`src/rtl/core/lspe_pkg.sv`:
```
// ----------------------------------------------------------------------------
// lspe_pkg: shared constants for the line sensor position estimator
// Channel count, sample and accumulator widths, command and register codes,
// and the fixed values used by normalisation, centroid and smoothing.
// ----------------------------------------------------------------------------
package lspe_pkg;

    // array geometry
    localparam int CHANNELS    = 5;
    localparam int SAMPLE_BITS = 10;
    localparam int CH_W        = (CHANNELS > 2) ? $clog2(CHANNELS) : 1;

    // normalised level 0..1000
    localparam int FULL_SCALE = 1000;
    localparam int LVL_W      = 10;

    // squared weight and sums
    localparam int SQ_W      = 2 * LVL_W;
    localparam int TSUM_W    = SQ_W + $clog2(CHANNELS);
    localparam int WSUM_W    = SQ_W + $clog2(CHANNELS * (CHANNELS - 1) / 2 + 1);
    localparam int SCALED_W  = SAMPLE_BITS + LVL_W;

    // shared multiplier and divider
    localparam int MUL_W  = WSUM_W + LVL_W;
    localparam int DIV_W  = MUL_W;
    localparam int DEN_W  = TSUM_W;
    localparam int REM_W  = DEN_W + 1;
    localparam int CNT_W  = $clog2(DIV_W + 1);

    // smoothing arithmetic
    localparam int S_W        = 17;
    localparam int CENTRE     = (CHANNELS - 1) * 500;
    localparam int ROUND_BIAS = 2;

    // divide by five as a reciprocal multiply, exact for magnitudes below 2^14
    localparam int MAG_W       = 14;
    localparam int RECIP5      = 13108;
    localparam int RECIP_SHIFT = 16;

    // error word
    localparam int ERR_W     = 13;
    localparam int ERR_MAX_I = 4095;
    localparam int ERR_MIN_I = -4096;
    localparam int LOST_MAG  = CHANNELS * 500;
    localparam int LOST_POS_I = (LOST_MAG > ERR_MAX_I) ? ERR_MAX_I : LOST_MAG;
    localparam int LOST_NEG_I = (LOST_MAG > -ERR_MIN_I) ? ERR_MIN_I : -LOST_MAG;
    localparam logic signed [ERR_W-1:0] LOST_POS = ERR_W'(LOST_POS_I);
    localparam logic signed [ERR_W-1:0] LOST_NEG = ERR_W'(LOST_NEG_I);

    // commands
    localparam int FUNC_W = 2;
    localparam logic [FUNC_W-1:0] FUNC_CLEAR   = 2'd0;
    localparam logic [FUNC_W-1:0] FUNC_CAL     = 2'd1;
    localparam logic [FUNC_W-1:0] FUNC_MEASURE = 2'd2;

    // configuration registers
    localparam int CFG_IDX_W  = 2;
    localparam int CFG_DATA_W = 10;
    localparam logic [CFG_IDX_W-1:0] REG_LINE_THR = 2'd0;
    localparam logic [CFG_IDX_W-1:0] REG_TURN_THR = 2'd1;
    localparam logic [CFG_DATA_W-1:0] LINE_THR_RST = 10'd150;
    localparam logic [CFG_DATA_W-1:0] TURN_THR_RST = 10'd400;

    // turn codes
    localparam logic [1:0] TURN_NONE  = 2'd0;
    localparam logic [1:0] TURN_LEFT  = 2'd1;
    localparam logic [1:0] TURN_RIGHT = 2'd2;
    localparam logic [1:0] TURN_CROSS = 2'd3;

    typedef logic [SAMPLE_BITS-1:0] sample_t;
    typedef logic [LVL_W-1:0]       level_t;

endpackage

```
`src/rtl/core/line_sensor_position_estimator.sv`:
```
// ----------------------------------------------------------------------------
// line_sensor_position_estimator: weighted centroid of a reflectance array
// Clear, calibrate and measure commands; a measure word gives the smoothed
// line offset, a turn code and a line lost flag through one output register.
// ----------------------------------------------------------------------------
// clear and calibrate words: no result; the block stays ready for the next word
// measure word: a 20-step serial level divide per channel, then a
//   34-step centroid divide and a reciprocal multiply, both skipped when the
//   line is lost; the next word is accepted once the result is in the output register
// the level and centroid steps share one multiplier and one restoring divider
// reset: bounds to full/empty, thresholds 150/400, previous error zero
module line_sensor_position_estimator
    import lspe_pkg::*;
(
    input  logic                   clk,
    input  logic                   rst_n,
    input  logic                   cfg_we,
    input  logic [CFG_IDX_W-1:0]   cfg_index,
    input  logic [CFG_DATA_W-1:0]  cfg_data,
    input  logic                   in_valid,
    output logic                   in_ready,
    input  logic [FUNC_W-1:0]      func,
    input  logic [SAMPLE_BITS-1:0] sample_ch0,
    input  logic [SAMPLE_BITS-1:0] sample_ch1,
    input  logic [SAMPLE_BITS-1:0] sample_ch2,
    input  logic [SAMPLE_BITS-1:0] sample_ch3,
    input  logic [SAMPLE_BITS-1:0] sample_ch4,
    output logic                   out_valid,
    input  logic                   out_ready,
    output logic signed [ERR_W-1:0] position_error,
    output logic [1:0]             turn_code,
    output logic                   line_lost
);

    // sequencer codes
    localparam int ST_W = 3;
    localparam logic [ST_W-1:0] S_IDLE  = 3'd0;
    localparam logic [ST_W-1:0] S_NORM  = 3'd1;
    localparam logic [ST_W-1:0] S_DIV   = 3'd2;
    localparam logic [ST_W-1:0] S_SQ    = 3'd3;
    localparam logic [ST_W-1:0] S_ACC   = 3'd4;
    localparam logic [ST_W-1:0] S_ACC2  = 3'd5;
    localparam logic [ST_W-1:0] S_POS   = 3'd6;
    localparam logic [ST_W-1:0] S_ROUND = 3'd7;
    // the final step shares the code space through a flag
    logic fin_reg, fin_next;

    logic [ST_W-1:0] state_reg, state_next;
    logic [ST_W-1:0] ret_reg, ret_next;

    logic [CFG_DATA_W-1:0] line_thr_reg, line_thr_next;
    logic [CFG_DATA_W-1:0] turn_thr_reg, turn_thr_next;

    sample_t min_reg [CHANNELS];
    sample_t min_next [CHANNELS];
    sample_t max_reg [CHANNELS];
    sample_t max_next [CHANNELS];
    sample_t raw_reg [CHANNELS];
    sample_t raw_next [CHANNELS];
    level_t  lvl_reg [CHANNELS];
    level_t  lvl_next [CHANNELS];
    sample_t samples [CHANNELS];

    logic signed [ERR_W-1:0] prev_reg, prev_next;
    logic [CH_W-1:0]   ch_reg, ch_next;
    logic [TSUM_W-1:0] tsum_reg, tsum_next;
    logic [WSUM_W-1:0] wsum_reg, wsum_next;
    logic              present_reg, present_next;
    logic              sign_reg, sign_next;
    logic [MUL_W-1:0]  prod_reg, prod_next;

    logic [DIV_W-1:0]  dvd_reg, dvd_next;
    logic [REM_W-1:0]  rem_reg, rem_next;
    logic [DEN_W-1:0]  den_reg, den_next;
    logic [CNT_W-1:0]  cnt_reg, cnt_next;

    logic                    out_valid_reg, out_valid_next;
    logic signed [ERR_W-1:0] err_out_reg, err_out_next;
    logic [1:0]              turn_reg, turn_next;
    logic                    lost_reg, lost_next;

    // shared multiplier
    logic [WSUM_W-1:0] mul_a;
    logic [LVL_W-1:0]  mul_b;
    logic [MUL_W-1:0]  mul_p;
    assign mul_p = MUL_W'(mul_a) * MUL_W'(mul_b);

    // shared divider step, one quotient bit a cycle
    logic [REM_W-1:0] div_trial;
    logic             div_ge;
    assign div_trial = {rem_reg[REM_W-2:0], dvd_reg[DIV_W-1]};
    assign div_ge    = div_trial >= {1'b0, den_reg};

    assign samples[0] = sample_ch0;
    assign samples[1] = sample_ch1;
    assign samples[2] = sample_ch2;
    assign samples[3] = sample_ch3;
    assign samples[4] = sample_ch4;

    assign in_ready       = (state_reg == S_IDLE) && !fin_reg;
    assign out_valid      = out_valid_reg;
    assign position_error = err_out_reg;
    assign turn_code      = turn_reg;
    assign line_lost      = lost_reg;

    // per-channel working values
    sample_t          cur_raw, cur_min, cur_max;
    sample_t          cur_diff, cur_range;
    level_t           cur_lvl;
    logic signed [S_W-1:0] pos_s, cur_s, sum_s;
    logic [MAG_W-1:0] mag_s;
    logic [2*MAG_W-1:0] recip_p;
    logic signed [S_W:0] q_s, err_full;
    logic signed [ERR_W-1:0] err_sat;
    logic             t_left, t_right, t_centre;
    logic [1:0]       turn_val;

    assign cur_raw   = raw_reg[ch_reg];
    assign cur_min   = min_reg[ch_reg];
    assign cur_max   = max_reg[ch_reg];
    assign cur_diff  = (cur_raw > cur_min) ? cur_raw - cur_min : '0;
    assign cur_range = (cur_max > cur_min) ? cur_max - cur_min : SAMPLE_BITS'(1);
    assign cur_lvl   = (dvd_reg > DIV_W'(FULL_SCALE)) ? LVL_W'(FULL_SCALE)
                                                      : dvd_reg[LVL_W-1:0];

    // centroid to smoothed sum
    assign pos_s = signed'({1'b0, dvd_reg[S_W-2:0]});
    assign cur_s = pos_s - S_W'(CENTRE);
    assign sum_s = (cur_s <<< 2) + S_W'(prev_reg);
    assign mag_s = (sum_s < 0) ? MAG_W'(-sum_s) + MAG_W'(ROUND_BIAS)
                               : MAG_W'(sum_s) + MAG_W'(ROUND_BIAS);

    // magnitude over five by reciprocal multiply
    assign recip_p = (2*MAG_W)'(mag_s) * (2*MAG_W)'(RECIP5);

    // rounded quotient back to a signed error, saturated
    assign q_s      = signed'({1'b0, dvd_reg[S_W-1:0]});
    assign err_full = sign_reg ? -q_s : q_s;
    assign err_sat  = (err_full > (S_W+1)'(ERR_MAX_I)) ? ERR_W'(ERR_MAX_I) :
                      (err_full < (S_W+1)'(ERR_MIN_I)) ? ERR_W'(ERR_MIN_I) :
                      ERR_W'(err_full);

    // turn classification
    assign t_left   = (lvl_reg[0] > turn_thr_reg) && (lvl_reg[1] > turn_thr_reg);
    assign t_right  = (lvl_reg[CHANNELS-2] > turn_thr_reg) &&
                      (lvl_reg[CHANNELS-1] > turn_thr_reg);
    assign t_centre = lvl_reg[CHANNELS/2] > turn_thr_reg;
    assign turn_val = (t_left && t_right && t_centre) ? TURN_CROSS :
                      (t_left && t_centre)            ? TURN_LEFT  :
                      (t_right && t_centre)           ? TURN_RIGHT : TURN_NONE;

    // sequencer and datapath next state
    always_comb
    begin
        state_next     = state_reg;
        fin_next       = fin_reg;
        ret_next       = ret_reg;
        line_thr_next  = line_thr_reg;
        turn_thr_next  = turn_thr_reg;
        min_next       = min_reg;
        max_next       = max_reg;
        raw_next       = raw_reg;
        lvl_next       = lvl_reg;
        prev_next      = prev_reg;
        ch_next        = ch_reg;
        tsum_next      = tsum_reg;
        wsum_next      = wsum_reg;
        present_next   = present_reg;
        sign_next      = sign_reg;
        prod_next      = prod_reg;
        dvd_next       = dvd_reg;
        rem_next       = rem_reg;
        den_next       = den_reg;
        cnt_next       = cnt_reg;
        err_out_next   = err_out_reg;
        turn_next      = turn_reg;
        lost_next      = lost_reg;
        out_valid_next = out_valid_reg && !out_ready;
        mul_a          = '0;
        mul_b          = '0;

        // configuration writes
        if (cfg_we)
        begin
            case (cfg_index)
                REG_LINE_THR: line_thr_next = cfg_data;
                REG_TURN_THR: turn_thr_next = cfg_data;
                default: ;
            endcase
        end

        if (fin_reg)
        begin
            // result into the output register once it is free
            if (!out_valid_reg || out_ready)
            begin
                if (present_reg)
                begin
                    err_out_next = err_sat;
                    prev_next    = err_sat;
                end
                else
                begin
                    err_out_next = (prev_reg < 0) ? LOST_NEG : LOST_POS;
                end
                turn_next      = turn_val;
                lost_next      = !present_reg;
                out_valid_next = 1'b1;
                fin_next       = 1'b0;
                state_next     = S_IDLE;
            end
        end
        else
        begin
            unique case (state_reg)
                S_IDLE:
                begin
                    if (in_valid)
                    begin
                        case (func)
                            FUNC_CLEAR:
                            begin
                                for (int i = 0; i < CHANNELS; i++)
                                begin
                                    min_next[i] = '1;
                                    max_next[i] = '0;
                                end
                            end
                            FUNC_CAL:
                            begin
                                for (int i = 0; i < CHANNELS; i++)
                                begin
                                    if (samples[i] < min_reg[i])
                                        min_next[i] = samples[i];
                                    if (samples[i] > max_reg[i])
                                        max_next[i] = samples[i];
                                end
                            end
                            FUNC_MEASURE:
                            begin
                                raw_next     = samples;
                                ch_next      = '0;
                                tsum_next    = '0;
                                wsum_next    = '0;
                                present_next = 1'b0;
                                state_next   = S_NORM;
                            end
                            default: ;
                        endcase
                    end
                end

                // scale the offset and start the level divide
                S_NORM:
                begin
                    mul_a        = WSUM_W'(cur_diff);
                    mul_b        = LVL_W'(FULL_SCALE);
                    dvd_next     = DIV_W'(mul_p[SCALED_W-1:0]) << (DIV_W - SCALED_W);
                    den_next     = DEN_W'(cur_range);
                    rem_next     = '0;
                    cnt_next     = CNT_W'(SCALED_W);
                    ret_next     = S_SQ;
                    state_next   = S_DIV;
                end

                S_DIV:
                begin
                    dvd_next = {dvd_reg[DIV_W-2:0], div_ge};
                    rem_next = div_ge ? div_trial - {1'b0, den_reg} : div_trial;
                    cnt_next = cnt_reg - CNT_W'(1);
                    if (cnt_reg == CNT_W'(1))
                    begin
                        state_next = ret_reg;
                    end
                end

                // clamp the level and square it
                S_SQ:
                begin
                    lvl_next[ch_reg] = cur_lvl;
                    if (cur_lvl > line_thr_reg)
                        present_next = 1'b1;
                    mul_a      = WSUM_W'(cur_lvl);
                    mul_b      = cur_lvl;
                    prod_next  = mul_p;
                    state_next = S_ACC;
                end

                // weight sum, then weight times channel number
                S_ACC:
                begin
                    tsum_next  = tsum_reg + TSUM_W'(prod_reg[SQ_W-1:0]);
                    mul_a      = WSUM_W'(prod_reg[SQ_W-1:0]);
                    mul_b      = LVL_W'(ch_reg);
                    prod_next  = mul_p;
                    state_next = S_ACC2;
                end

                S_ACC2:
                begin
                    wsum_next = wsum_reg + prod_reg[WSUM_W-1:0];
                    if (ch_reg == CH_W'(CHANNELS - 1))
                    begin
                        state_next = S_POS;
                    end
                    else
                    begin
                        ch_next    = ch_reg + CH_W'(1);
                        state_next = S_NORM;
                    end
                end

                // centroid divide, or straight to the lost-line result
                S_POS:
                begin
                    if (!present_reg || tsum_reg == '0)
                    begin
                        present_next = 1'b0;
                        fin_next     = 1'b1;
                    end
                    else
                    begin
                        mul_a        = wsum_reg;
                        mul_b        = LVL_W'(FULL_SCALE);
                        dvd_next     = mul_p;
                        den_next     = tsum_reg;
                        rem_next     = '0;
                        cnt_next     = CNT_W'(DIV_W);
                        ret_next     = S_ROUND;
                        state_next   = S_DIV;
                    end
                end

                // smoothing: round (4*current + previous) / 5 by magnitude
                S_ROUND:
                begin
                    sign_next    = sum_s < 0;
                    dvd_next     = DIV_W'(recip_p[2*MAG_W-1:RECIP_SHIFT]);
                    fin_next     = 1'b1;
                end

                default: state_next = S_IDLE;
            endcase
        end
    end

    // control registers
    always_ff @(posedge clk or negedge rst_n)
    begin
        if (!rst_n)
        begin
            state_reg     <= S_IDLE;
            fin_reg       <= 1'b0;
            out_valid_reg <= 1'b0;
            line_thr_reg  <= LINE_THR_RST;
            turn_thr_reg  <= TURN_THR_RST;
            prev_reg      <= '0;
            for (int i = 0; i < CHANNELS; i++)
            begin
                min_reg[i] <= '1;
                max_reg[i] <= '0;
            end
        end
        else
        begin
            state_reg     <= state_next;
            fin_reg       <= fin_next;
            out_valid_reg <= out_valid_next;
            line_thr_reg  <= line_thr_next;
            turn_thr_reg  <= turn_thr_next;
            prev_reg      <= prev_next;
            min_reg       <= min_next;
            max_reg       <= max_next;
        end
    end

    // working and payload registers
    always_ff @(posedge clk)
    begin
        ret_reg     <= ret_next;
        raw_reg     <= raw_next;
        lvl_reg     <= lvl_next;
        ch_reg      <= ch_next;
        tsum_reg    <= tsum_next;
        wsum_reg    <= wsum_next;
        present_reg <= present_next;
        sign_reg    <= sign_next;
        prod_reg    <= prod_next;
        dvd_reg     <= dvd_next;
        rem_reg     <= rem_next;
        den_reg     <= den_next;
        cnt_reg     <= cnt_next;
        err_out_reg <= err_out_next;
        turn_reg    <= turn_next;
        lost_reg    <= lost_next;
    end

    // a measure word keeps the block busy on the next cycle
    a_measure_busy: assert property (@(posedge clk) disable iff (!rst_n)
        in_valid && in_ready && func == FUNC_MEASURE |=> !in_ready)
        else $error("measure word did not start the sequencer");

    // the divider never runs with an exhausted step count
    a_div_count: assert property (@(posedge clk) disable iff (!rst_n)
        state_reg == S_DIV && !fin_reg |-> cnt_reg != '0)
        else $error("divider running with zero steps left");

    // a lost-line result carries one of the two lost values
    a_lost_value: assert property (@(posedge clk) disable iff (!rst_n)
        out_valid && line_lost |-> position_error == LOST_POS ||
                                   position_error == LOST_NEG)
        else $error("lost-line result with a measured error");

endmodule

```
`config.mk`:
```
export PLATFORM = sky130hd
export DESIGN_NAME = line_sensor_position_estimator
export DESIGN_NICKNAME = d
export VERILOG_FILES = /design/src/rtl/core/lspe_pkg.sv /design/src/rtl/core/line_sensor_position_estimator.sv
export SDC_FILE = /design/constraint.sdc
export NUM_CORES = 2
export LEC_CHECK = 0
export BUFFER_PORTS_ARGS = -buffer_cell sky130_fd_sc_hd__buf_2
export CORE_UTILIZATION = 65
export CTS_CLUSTER_DIAMETER = 50
export DETAILED_ROUTE_END_ITERATION = 7
export GPL_TIMING_DRIVEN = 0
export MAX_ROUTING_LAYER = met4
export PLACE_DENSITY_LB_ADDON = 0.1
export SYNTH_ARGS = -nofsm -noshare
export SYNTH_HDL_FRONTEND = slang
export SYNTH_SLANG_ARGS = --single-unit
```
`constraint.sdc`:
```
create_clock -name clk -period 17.3 [get_ports clk]
set_clock_uncertainty 0.15 [all_clocks]
set_input_delay 1.73 -clock clk [delete_from_list [all_inputs] [get_ports clk]]
set_output_delay 1.73 -clock clk [all_outputs]
set_load 0.01 [all_outputs]
```
== Word-level counts from Yosys, hierarchy flattened ==
Index checks and enable logic that the tools add are counted.
Storage, ports and cells
  flip-flop bits (word level): 419
  input bits: 69
Operators by class
  reduce and logical (&&, ||, !) cells: 55
  add/sub/neg operators: 13
  bitwise gates (word level): 2
  equal/unequal tests: 33
  order comparisons: 26
  muxes and demuxes: 81
  multiply operators: 2
Operators with widths (count)
  two-way mux 10 bit: 22
  case mux 50 bit (2 select lines): 2
  case mux 34 bit (4 select lines): 1
  greater-than comparator 10 bit: 13
  two-way mux 23 bit: 5
  two-way mux 24 bit: 4
  case mux 24 bit (4 select lines): 1
  case mux 23 bit (2 select lines): 2
  binary-select mux 10 bit (select 3 bit): 3
  case mux 23 bit (3 select lines): 1
  AND reduction 5 bit: 11
  two-way mux 13 bit: 4
  bitwise mux 50 bit: 1
  less-than comparator 10 bit: 5
  case mux 24 bit (2 select lines): 1
  case mux 10 bit (4 select lines): 1
  greater-than comparator 34 x 10 -> 1 bit, second input constant: 1
  multiplier 24 x 10 -> 34 bit: 1
  two-way mux 34 bit: 1
  two-way mux 3 bit: 11
  demux 10 bit (select 3 bit): 1
  inequality test 2 bit, second input constant: 15
  adder 14 x 3 -> 14 bit, second input constant: 2
  multiplier 14 x 12 -> 26 bit, second input constant: 1
  53 further kinds: 102

== Logic depth before layout (Yosys ltp) ==
  depth after elaboration: 11
  mapped depth: 41
  mapped depth without buffers: 38

== Worst setup path after synthesis ==
Ideal clock, no wire load.
  path kind: reg-to-reg
  start point: register ch_reg[1]
  end point: register dvd_reg[32], data pin
  slack: 7.886 ns
  arrival time: 8.993 ns
  stages on the path, launching flop included: 40
  path through: edfxtp_1 > clkbuf_1 > nor2_1 > and2_1 > clkbuf_1 > clkbuf_1 > nand2_1 > o21ai_0 > ha_1 > inv_1 > fa_1 > a21o_1 > a21oi_1 > o21ai_0 > a21oi_1 > o21bai_1 > a21oi_1 > a2bb2oi_2 > [... 4 more ...] > fa_1 > inv_1 > fa_1 > fa_1 > inv_1 > fa_1 > inv_1 > ha_1 > a211o_1 > o211ai_1 > a21oi_1 > o31ai_1 > a21oi_1 > o211ai_1 > o32ai_1 > o31ai_1 > mux2i_1 > o21ai_0
Between the ends
  longest elaborated chain between the ends: 11
  elaborated cells on any way between the ends: 17
  those cells by class: add/sub (1); mul (1); order compare (1); mux (13); bitwise (1)
Ends and longest elaborated chain
  start, declared: line line_sensor_position_estimator.sv:65  | logic [CH_W-1:0] ch_reg, ch_next;
  start signal, assigned: line line_sensor_position_estimator.sv:383  | ch_reg <= ch_next;
  inverter 3 -> 4 bit (not written as such): line line_sensor_position_estimator.sv:118, line_sensor_position_estimator.sv:119
  binary-select mux 10 bit (select 3 bit), on equally long branches: line line_sensor_position_estimator.sv:118, line_sensor_position_estimator.sv:119
  two-way mux 10 bit, on equally long branches (2 in a row): line line_sensor_position_estimator.sv:118, line_sensor_position_estimator.sv:119
  subtractor 10 bit / greater-than comparator 10 bit (equally long branches): line line_sensor_position_estimator.sv:121  | assign cur_diff = (cur_raw > cur_min) ? cur_raw - cur_min : '0;
  two-way mux 10 bit: line line_sensor_position_estimator.sv:121
  case mux 24 bit (4 select lines): line line_sensor_position_estimator.sv:215  | unique case (state_reg)
  two-way mux 24 bit: line line_sensor_position_estimator.sv:192  | if (fin_reg)
  multiplier 24 x 10 -> 34 bit *: line line_sensor_position_estimator.sv:86  | assign mul_p = MUL_W'(mul_a) * MUL_W'(mul_b);
  two-way mux 34 bit: line line_sensor_position_estimator.sv:316  | if (!present_reg || tsum_reg == '0)
  case mux 34 bit (4 select lines) *: line line_sensor_position_estimator.sv:215
  end signal, assigned: line line_sensor_position_estimator.sv:389  | dvd_reg <= dvd_next;
  end, declared: line line_sensor_position_estimator.sv:72  | logic [DIV_W-1:0] dvd_reg, dvd_next;
Every way passes the cells marked *; elsewhere a longest branch is shown, timed or not. The select of a mux whose other input is x is not followed.
A chain may end at the register's enable or synchronous reset.

== Worst setup path in the final report ==
Ends and elaborated chain as after synthesis.

==> impl_metrics.csv <==
group,metric,value,unit
synth,yosys-top-cells-area,"edfxtp_1 (23%), ha_1 (15%), fa_1 (13%)",
critical_path,cp-end-kind,"register",
route,routed_wl,101000,um
layout,final_cells,4590,
critical_path,critPathKind,"reg -> reg",
timing,drv_slew,0,
synth,synth_area,36300,um^2
timing,grt_setup_unrepaired,"no",
placement,hpwlAfterDp,80900,um
floorplan,core_area,55200,um^2
layout,nets,4526,
cts,ctsHoldBuffers,0,
cts,insertion_delay,600,ps
synth,ys_seq_elements,417,
synth,netlist.area_leader.share,0.231,
layout,syn_to_final_growth,9.22,%
placement,finalWeightedCongestion,1.03,
timing,finalHoldViolCount,0,
synth,synth_top_cell_by_area,"edfxtp_1",
synth,syn_inst,3628,
route,avgViaCountPerCell,6.23,
cts,clockRootBuffer,"clkbuf_16",
route,drt_pass1_iterations,7,
grt,grt.overflow.total,0,
route,drc_errors,0,
grt,antenna_found_initial,0,
layout,nFillCells,4130,
grt,grt_max_degree,90,
worst_hold_path,hold_class,"reg -> reg",
timing,max_slew_margin,0.141,
synth,seq_area_frac_synth,0.328,
route,dr_total_vias,28603,
cts,htreeDepth,2,
floorplan,io_pins,87,
critical_path,cp-start-kind,"register",
grt,grt_usage,0.372,
cts,clock-sinks,417,
grt,grt_pass1_wl,158000,um
synth,synth_most_common_cell,"inv_1",
critical_path,critical_path_peak_fanout,10,
critical_path,cp_common_cell,"fa_1",
synth,synthTopCellsByCount,"inv_1 (496), ha_1 (430), edfxtp_1 (279)",
synth,synth_edf_count,279,
timing,fmax,0.0836,GHz
critical_path,cp.required,17480,ps
grt,grt_pass1_vias,28473,
floorplan,die_w,238,um
critical_path,crit_arrival,12140,ps
cts,clk_path_buf_depth,3,
cts,numCtsBuffers,49,
critical_path,max_stage_delay,960,ps
route,wl_per_cell,22.0,um
timing,fin_setup_tns,0,ps
floorplan,dieArea,56800,um^2
run,maxCapViolCount,0,
route,ant_nets,0,
cts,cts_tree,"yes",
cts,cts_resized,0,
cts,post_cts_buffers,0,
synth,ys_types,83,
critical_path,slowest_stage,"o31ai_1",
floorplan,die-height,238,um
timing,worst_pin_slew,1290,ps
layout,drive_gt1_frac,0.0857,
floorplan,initial_core_util,0.658,
status,outcome,"completed",
timing,finalSetupViolations,0,
synth,synth-async-reset-ratio,0.331,
synth,ys.flop_type,"edfxtp_1",
floorplan,std_cell_rows,86,
synth,yosysWarnings,0,
route,drtIter0Drc,2702,
synth,synth.avg_cell_area,10.0,um^2
placement,dp_cells,4496,
timing,period_share,0.691,
placement,numPortBuffers,86,
cts,cts.clk_slew.worst_paths,60,ps
timing,min_period,11960,ps
-- final timing paths --
kind,startpoint,endpoint,slack (ps),cells after the start
worst max-delay path,ch_reg[1],dvd_reg[32],5340,34
max in group asynchronous,rst_n,prev_reg[4],15180,2
worst min register to register,line_thr_reg[4],line_thr_reg[4],370,2
worst min-delay path,line_thr_reg[4],line_thr_reg[4],370,2
min in group asynchronous,rst_n,max_reg[25],910,1
worst max register to register,ch_reg[1],dvd_reg[32],5340,34
-- cells by family (layout without fill, tap and decap cells) --
logic type	count (synthesis)	in the layout	share of synthesized area
simple gates	862	862	0.113
xor+xnor	152	152	0.0366
mux	91	91	0.0310
buf+inv	612	800	0.0638
compound gates	834	834	0.154
fa+ha+maj	658	658	0.274
other cells	2	28	0.000207
flops	417	417	0.328
-- area by class of cell --
type | instances | area (um^2) | area share
Buffer | 113 | 444 | 0.0112
Multi-Input combinational cell | 2623 | 22300 | 0.561
Clock buffer | 60 | 1310 | 0.0330
Tap cell | 748 | 936 | 0.0236
Clock inverter | 32 | 360 | 0.00908
Inverter | 499 | 1870 | 0.0472
Timing Repair Buffer | 96 | 579 | 0.0146
Sequential cell | 417 | 11900 | 0.300
Antenna cell | 2 | 5.00 | 0.000126
-- cells in the final DEF, fill, tap and decap left out, types with 18 or more instances in the layout --
cell type | Yosys | layout
fa_1 | 228 | 228
and3_1 | 21 | 21
mux2_2 | 23 | 23
nand4_1 | 42 | 42
inv_1 | 496 | 496
and2_1 | 37 | 37
nand3_1 | 52 | 52
nor3_1 | 46 | 41
nand2_1 | 245 | 245
o21a_1 | 31 | 31
o22a_1 | 60 | 60
a22o_1 | 50 | 50
nand2b_1 | 36 | 36
xor2_1 | 57 | 57
xnor2_1 | 95 | 95
a21oi_1 | 190 | 186
a22oi_1 | 24 | 24
a211oi_1 | 18 | 18
conb_1 | 2 | 26
o21ai_0 | 168 | 168
mux2i_1 | 53 | 53
clkbuf_1 | 90 | 98
o31ai_1 | 22 | 22
a21o_1 | 119 | 119
clkbuf_16 | 0 | 50
edfxtp_1 | 279 | 279
buf_2 | 16 | 103
o22ai_1 | 26 | 26
ha_1 | 430 | 430
dfstp_2 | 57 | 57
nor4_1 | 19 | 19
nor2_1 | 253 | 253
dfrtp_1 | 81 | 81
nor2b_1 | 45 | 45
-- stage by stage --
stage	setup WS, ps	util	hold slack, ps	area, um^2
finish	5340	0.719	365	39700
CTS	5620	0.718	365	39700
floorplan	7890	-	306	36400
global route	4840	0.719	389	39700
global placement	5780	0.684	334	37800
detailed placement	5680	0.688	353	38000
-- per-layer routing --
metal,routed length [um],GRT usage
met5,0,-
met4,4060,0.143
met3,8590,0.0613
met2,46800,0.582
met1,41500,0.488
-- worst max-delay path, delay by kind of cell, from the launching register on --
kind	cells	cell delay (ps)
AO/OA/AOI/OAI	15	4430
adder cells (fa/ha/maj)	7	3240
buffers and inverters	4	1380
flip-flops	1	360
multiplexers	2	830
AND/OR/NAND/NOR	6	1270
Power is not shown: default switching activity piles up to over one toggle a cycle in this logic, so the estimate is an artifact.
